--- src/rtl/core/bis_pkg.sv ---
// ----------------------------------------------------------------------------
// bis_pkg
// Shared types and constants of the bilinear image scaler core.
// ----------------------------------------------------------------------------
package bis_pkg;

  localparam int unsigned DIM_W  = 9;   // configuration register width
  localparam int unsigned FRAC_W = 16;  // fraction bits of mapped position
  localparam int unsigned QUO_W  = 25;  // mapped position: 9 integer + 16 fraction
  localparam int unsigned NUM_W  = 17;  // coordinate times (source size - 1)
  localparam int unsigned CFG_IDX_W = 3;

  localparam logic ACT_LOAD   = 1'b0;
  localparam logic ACT_SAMPLE = 1'b1;

  typedef enum logic [CFG_IDX_W-1:0] {
    REG_SRC_W  = 3'd0,
    REG_SRC_H  = 3'd1,
    REG_DEST_W = 3'd2,
    REG_DEST_H = 3'd3
  } cfg_reg_e;

  // fields that travel alongside the mapping arithmetic
  typedef struct packed {
    logic        action;
    logic [7:0]  x;
    logic [7:0]  y;
    logic [31:0] pix;
    logic        inr;
  } side_t;

  // neighbour selection and weights from the store stage to the blend stages
  typedef struct packed {
    logic        pxa;
    logic        pya;
    logic        cx;
    logic        cy;
    logic [15:0] fx;
    logic [15:0] fy;
    logic        inr;
  } sel_t;

endpackage

--- src/rtl/core/bis_divider.sv ---
// ----------------------------------------------------------------------------
// bis_divider
// Pipelined restoring divider, one quotient bit per stage, for both axes.
// ----------------------------------------------------------------------------
module bis_divider (
  input  logic                           clk_i,
  input  logic                           rst_ni,
  input  logic                           adv_i,
  input  logic                           valid_i,
  input  bis_pkg::side_t                 side_i,
  input  logic [bis_pkg::NUM_W-1:0]      nx_i,
  input  logic [bis_pkg::NUM_W-1:0]      ny_i,
  input  logic [bis_pkg::DIM_W-1:0]      dw_i,
  input  logic [bis_pkg::DIM_W-1:0]      dh_i,
  output logic                           valid_o,
  output bis_pkg::side_t                 side_o,
  output logic [bis_pkg::QUO_W-1:0]      gx_o,
  output logic [bis_pkg::QUO_W-1:0]      gy_o
);

  localparam int unsigned STEPS = bis_pkg::QUO_W;
  localparam int unsigned DW    = bis_pkg::DIM_W;
  localparam int unsigned NW    = bis_pkg::NUM_W;
  localparam int unsigned FW    = bis_pkg::FRAC_W;

  function automatic logic [DW:0] div_step(input logic [DW-1:0] rem, input logic b,
                                           input logic [DW-1:0] d);
    logic [DW:0] t;
    logic        ge;
    logic [DW-1:0] nr;
    t  = {rem, b};
    ge = (t >= {1'b0, d});
    nr = ge ? DW'(t - {1'b0, d}) : t[DW-1:0];
    return {ge, nr};
  endfunction

  logic [STEPS-1:0]  v_q;
  bis_pkg::side_t    side_q [STEPS];
  logic [DW-1:0]     rx_q   [STEPS];
  logic [DW-1:0]     ry_q   [STEPS];
  logic [NW-1:0]     nx_q   [STEPS];
  logic [NW-1:0]     ny_q   [STEPS];
  logic [STEPS-1:0]  qx_q   [STEPS];
  logic [STEPS-1:0]  qy_q   [STEPS];

  for (genvar k = 0; k < STEPS; k++) begin : g_stage
    localparam int J = STEPS - 1 - k;
    logic              cv;
    bis_pkg::side_t    cs;
    logic [DW-1:0]     crx, cry;
    logic [NW-1:0]     cnx, cny;
    logic [STEPS-1:0]  cqx, cqy;
    logic              bx, by;
    logic [DW:0]       sx, sy;

    if (k == 0) begin : g_first
      // the dividend top bits seed the remainder
      assign cv  = valid_i;
      assign cs  = side_i;
      assign cnx = nx_i;
      assign cny = ny_i;
      assign crx = {1'b0, nx_i[NW-1:NW-8]};
      assign cry = {1'b0, ny_i[NW-1:NW-8]};
      assign cqx = '0;
      assign cqy = '0;
    end else begin : g_next
      assign cv  = v_q[k-1];
      assign cs  = side_q[k-1];
      assign cnx = nx_q[k-1];
      assign cny = ny_q[k-1];
      assign crx = rx_q[k-1];
      assign cry = ry_q[k-1];
      assign cqx = qx_q[k-1];
      assign cqy = qy_q[k-1];
    end

    if (J >= FW) begin : g_nbit
      assign bx = cnx[J-FW];
      assign by = cny[J-FW];
    end else begin : g_zbit
      assign bx = 1'b0;
      assign by = 1'b0;
    end

    assign sx = div_step(crx, bx, dw_i);
    assign sy = div_step(cry, by, dh_i);

    always_ff @(posedge clk_i or negedge rst_ni) begin
      if (!rst_ni) begin
        v_q[k] <= 1'b0;
      end else if (adv_i) begin
        v_q[k] <= cv;
      end
    end

    always_ff @(posedge clk_i) begin
      if (adv_i) begin
        side_q[k] <= cs;
        nx_q[k]   <= cnx;
        ny_q[k]   <= cny;
        rx_q[k]   <= sx[DW-1:0];
        ry_q[k]   <= sy[DW-1:0];
        qx_q[k]   <= {cqx[STEPS-2:0], sx[DW]};
        qy_q[k]   <= {cqy[STEPS-2:0], sy[DW]};
      end
    end
  end

  assign valid_o = v_q[STEPS-1];
  assign side_o  = side_q[STEPS-1];
  assign gx_o    = qx_q[STEPS-1];
  assign gy_o    = qy_q[STEPS-1];

endmodule

--- config.mk ---
export PLATFORM = sky130hd
export DESIGN_NAME = bis_divider
export DESIGN_NICKNAME = d
export VERILOG_FILES = /design/src/rtl/core/bis_pkg.sv /design/src/rtl/core/bis_divider.sv
export SDC_FILE = /design/constraint.sdc
export NUM_CORES = 2
export LEC_CHECK = 0
export BUFFER_PORTS_ARGS = -buffer_cell sky130_fd_sc_hd__buf_2
export CORE_ASPECT_RATIO = 0.9
export CORE_MARGIN = 10
export CORE_UTILIZATION = 40
export CTS_CLUSTER_SIZE = 28
export DETAILED_ROUTE_END_ITERATION = 7
export PLACE_DENSITY = 0.53
export SYNTH_ARGS = -nofsm -noshare
export SYNTH_HDL_FRONTEND = slang
export SYNTH_SLANG_ARGS = --single-unit
--- constraint.sdc ---
create_clock -name clk_i -period 5.3 [get_ports clk_i]
set_input_delay 0.265 -clock clk_i [delete_from_list [all_inputs] [get_ports clk_i]]
set_output_delay 0.265 -clock clk_i [all_outputs]
set_load 0.01 [all_outputs]
Yosys cells after proc, flatten, opt, wreduce, memory -nomap -nowiden --
Memories as Yosys holds them, arrays and structs flattened. Index checks and enable logic that the tools add are counted. W data, S select, Z words.
Cells by class: add/sub/neg operators 50, $lt $le $gt $ge 50, multiplexer cells 52
Operator list (count):
- $ge A10 B9 Y1 | 48
- $mux W9 | 50
- $sub A9 B9 Y9 | 50
- $ge A9 B9 Y1 | 2
- $mux W1 | 2
Word-level totals: flip-flop bits (word level) 25, memory bits (writable) 3800, input bits 106, output and inout bits 101, word-level logic and storage cells 184, memories kept 7
Memory list:
- side_q | words 25, bits a word 50, read ports 25, clocked after memory_dff 0, write ports 25, RTL line bis_divider.sv:38 | bis_pkg::side_t side_q [STEPS];
- qx_q | words 25, bits a word 25, read ports 25, clocked after memory_dff 0, write ports 25, RTL line bis_divider.sv:43 | logic [STEPS-1:0] qx_q [STEPS];
- qy_q | words 25, bits a word 25, read ports 25, clocked after memory_dff 0, write ports 25, RTL line bis_divider.sv:44 | logic [STEPS-1:0] qy_q [STEPS];
- nx_q | words 25, bits a word 17, read ports 24, clocked after memory_dff 0, write ports 25, RTL line bis_divider.sv:41 | logic [NW-1:0] nx_q [STEPS];
- ny_q | words 25, bits a word 17, read ports 24, clocked after memory_dff 0, write ports 25, RTL line bis_divider.sv:42 | logic [NW-1:0] ny_q [STEPS];
- rx_q | words 25, bits a word 9, read ports 24, clocked after memory_dff 0, write ports 25, RTL line bis_divider.sv:39 | logic [DW-1:0] rx_q [STEPS];
- 1 more memories

Depth between registers and ports, before layout --
An unclocked memory read counts as a cell.
depth in word-level cells 3, depth in mapped cells 11, gate-level depth less buffers 10

Least setup slack after synthesis --
No wires, ideal clock.
path type input-to-reg, start point input dh_i[1] (netlist name), end point memory ry_q[0][46] (netlist name) (data pin), data arrival time 2.858 ns, slack 2.182 ns, stages on the path 8, path buffers 0, cell sequence inv_1 -> fa_1 -> a21oi_2 -> o21ai_1 -> a21oi_2 -> a21oi_2 -> a2111oi_4 -> mux2_2
RTL lines:
- start, declared | RTL line bis_divider.sv:14 | input logic [bis_pkg::DIM_W-1:0] dh_i,
- end, declared | RTL line bis_divider.sv:40 | logic [DW-1:0] ry_q [STEPS];

==> results.ini <==
[setup_path]
arrival_ns=3.66
critPathBufInv=2
worstSetupPathType=reg -> reg
startpoint=ny_q[2][3]
cpMaxStageDelayCell=a2111oi_4
start_kind=register
crit_path_frequent_cell=a21oi_2
end_kind=register
cp_max_fo=10
critPathTopFamily=compound AO/OA/AOI/OAI gates
cp_cell_sequence=inv_1, ha_1, inv_1, fa_1, a21oi_2, o21ai_1, a21oi_2, a21oi_2, a2111oi_4, mux2_2
rr_startpoint=ny_q[2][3]
required_ns=5.83
max_stage_delay_ns=0.69

[timing]
fin_crit_ns=3.13
tightest_slew_ns=1.10
setup-violations-final=0
slew_violations=0
slew_headroom=0.261
fmax_mhz=320
hold_viol=0
rsz0062_at_grt=no
finalCritPeriodShare=0.590
fin_skew_ns=0.0387
tns_ns=0

[drt]
routed-via-count=46800
routed_wl_um=158000
drtAntennaViolNets=0
wl_per_cell_um=16.5
drcViolationCount=0
drt_iter0_drc=3084
firstDrtPassIters=5
via_per_inst=4.90

[layout]
final.fill_count=20400
postLayoutCellArea_um2=111000
layout.cells.most_common=edfxtp_1
final_layout_size_suffix_gt1_frac=0.142
multi_input_area_um2=22200
areaGrowthSynthToFinish_pct=15.8
nNetsFinal=6761
seq_area_um2=72800
final_cell_mix=edfxtp_1, ha_1, clkbuf_16, o21ai_0, nand2_1

[place]
gp_congestion=0.794
placed_area_um2=102000
dp_hpwl_um=94400
io_buffers=206

[global_routing]
grt_usage=0.118
grt_overflow_total=0
grt_start_max_net_pins=189
antenna_found_initial=5
grt_pass1_vias=47200
grt_pass1_wl_um=253000

[clock_tree]
cts.sinks=2429
clk_path_buf_depth=4
cts_made_buffers=268
cts_root_buf=clkbuf_16
cts_tree=yes
htreeDepth=5
path_clk_slew_ns=0.06
clk_latency_ns=0.82

[die]
die_h_um=485
die_w_um=536
rows=170
start_util=0.402
die_area_um2=260000
io_pins=207
core_area_um2=239000

[synthesis]
synthDistinctLibCells=64
avgSynthCellArea_um2=17.3
syn_nets=6151
synth_edf_count=2404
ys_seq_elements=2429
synthCells=5549
synth-main-ff-cell=edfxtp_1
ys_warn_count=0
ys_seq_area_frac=0.759
synthArstFlopShare=0.0103
synth.cell_area_um2=95900

[power_and_ir_drop]
p_leak_uw=0.0403
power_density_nw_per_um2=527
vdd_drop_max_mv=0.243

[hold_path]
hp-class=in -> reg
min_from=side_i[13]

[run_status]
outcome=finished clean

[run]
drv_cap=0

==> through the flow <==
step | worst slack (ns) | total power (uW) | instances | util | hold slack [ns]
floorplan | 2.18 | 37200 | 5549 | - | -0.0306
global placement | 1.35 | 40500 | 8981 | 0.426 | 0.267
detailed placement | 1.36 | 40900 | 8981 | 0.426 | 0.283
CTS | 2.16 | 59400 | 9535 | 0.465 | 0.0566
global route | 1.97 | 62200 | 9539 | 0.465 | 0.0967
finish | 2.17 | 58500 | 9539 | 0.465 | 0.157
==> registers in the layout, indices dropped and copies added (netlist names) <==
register    count
ry_q          216
nx_q           36
ny_q           36
rx_q          216
valid_o         1
side_q       1250
qx_q          325
qy_q          325
g_stage.cv     24
==> final timing paths <==
path	slack, ns	endpoint	depth (start not counted)
worst max-delay path	2.17	ry_q[0][49]	10
worst min-delay path	0.16	side_q[0][13]	2
worst max register to register	2.17	ry_q[0][49]	10
worst min register to register	0.39	side_q[0][774]	0
max in group asynchronous	4.70	g_stage[20].cv	4
min in group asynchronous	0.46	g_stage[13].cv	4
==> synth_stat cells, types with 14 or more instances <==
master,count,share of area
and3_1,20,0.0013
o211ai_1,14,0.0011
o21bai_1,26,0.0020
fa_1,48,0.010
o21a_1,88,0.0069
a21o_1,76,0.0059
a21oi_1,229,0.012
clkbuf_1,36,0.0014
nor3b_1,16,0.0013
ha_1,448,0.058
a2111oi_0,14,0.0013
inv_1,215,0.0084
o31ai_1,64,0.0050
mux2i_1,45,0.0047
edfxtp_1,2404,0.75
nand4_1,29,0.0019
a221oi_1,20,0.0018
xor2_1,113,0.010
a21boi_0,28,0.0022
a31oi_1,38,0.0025
nor2b_1,75,0.0049
nand3_1,62,0.0032
a211o_1,17,0.0016
o21ai_1,14,0.00073
nand2b_1,67,0.0044
xnor2_1,136,0.012
o21ai_0,259,0.014
nand2_1,253,0.0099
nor3_1,62,0.0032
o2111ai_1,24,0.0022
dfrtp_1,25,0.0065
nor2_1,204,0.0080
o22ai_1,27,0.0018
o31a_1,15,0.0014
mux2_2,184,0.022
==> power by group <==
part           switching, uW  leakage (uW)  total, uW  internal (uW)
registers               1290        0.0238      26500          25200
clock network           7250       0.00413      17900          10700
logic                   7750        0.0123      14100           6340
==> metal layers <==
metal | track usage | up-vias | share of wire
met4 | 0.0402 | 0 | 0.032
met2 | 0.196 | 753 | 0.48
met5 | 0 | - | 0
met3 | 0.0221 | 354 | 0.036
li1 | - | 22800 | -
met1 | 0.158 | 22800 | 0.46
==> area by class of cell <==
class | instances | share of cell area
antenna | 4 | 0.0000901
clock buffer | 327 | 0.0637
clock inverter | 137 | 0.0126
inverter | 215 | 0.00727
multi-input combinational | 2865 | 0.200
sequential | 2429 | 0.656
tap | 3182 | 0.0358
timing repair buffer | 380 | 0.0253
==> what timing repair did <==
item	CTS	global route
hold endpoints to repair	120	0
hold buffers	90	0
gates resized for setup	0	0
buffers inserted	0	0
==> kinds of logic after synthesis <==
family	count (synthesis)	synth area share
simple gates	862	0.0433
mux	229	0.0263
buf+inv	255	0.0100
xor+xnor	249	0.0227
fa+ha+maj	496	0.0684
compound gates	1029	0.0703
flops	2429	0.759
No activity file was read; power rests on OpenSTA's default activity.
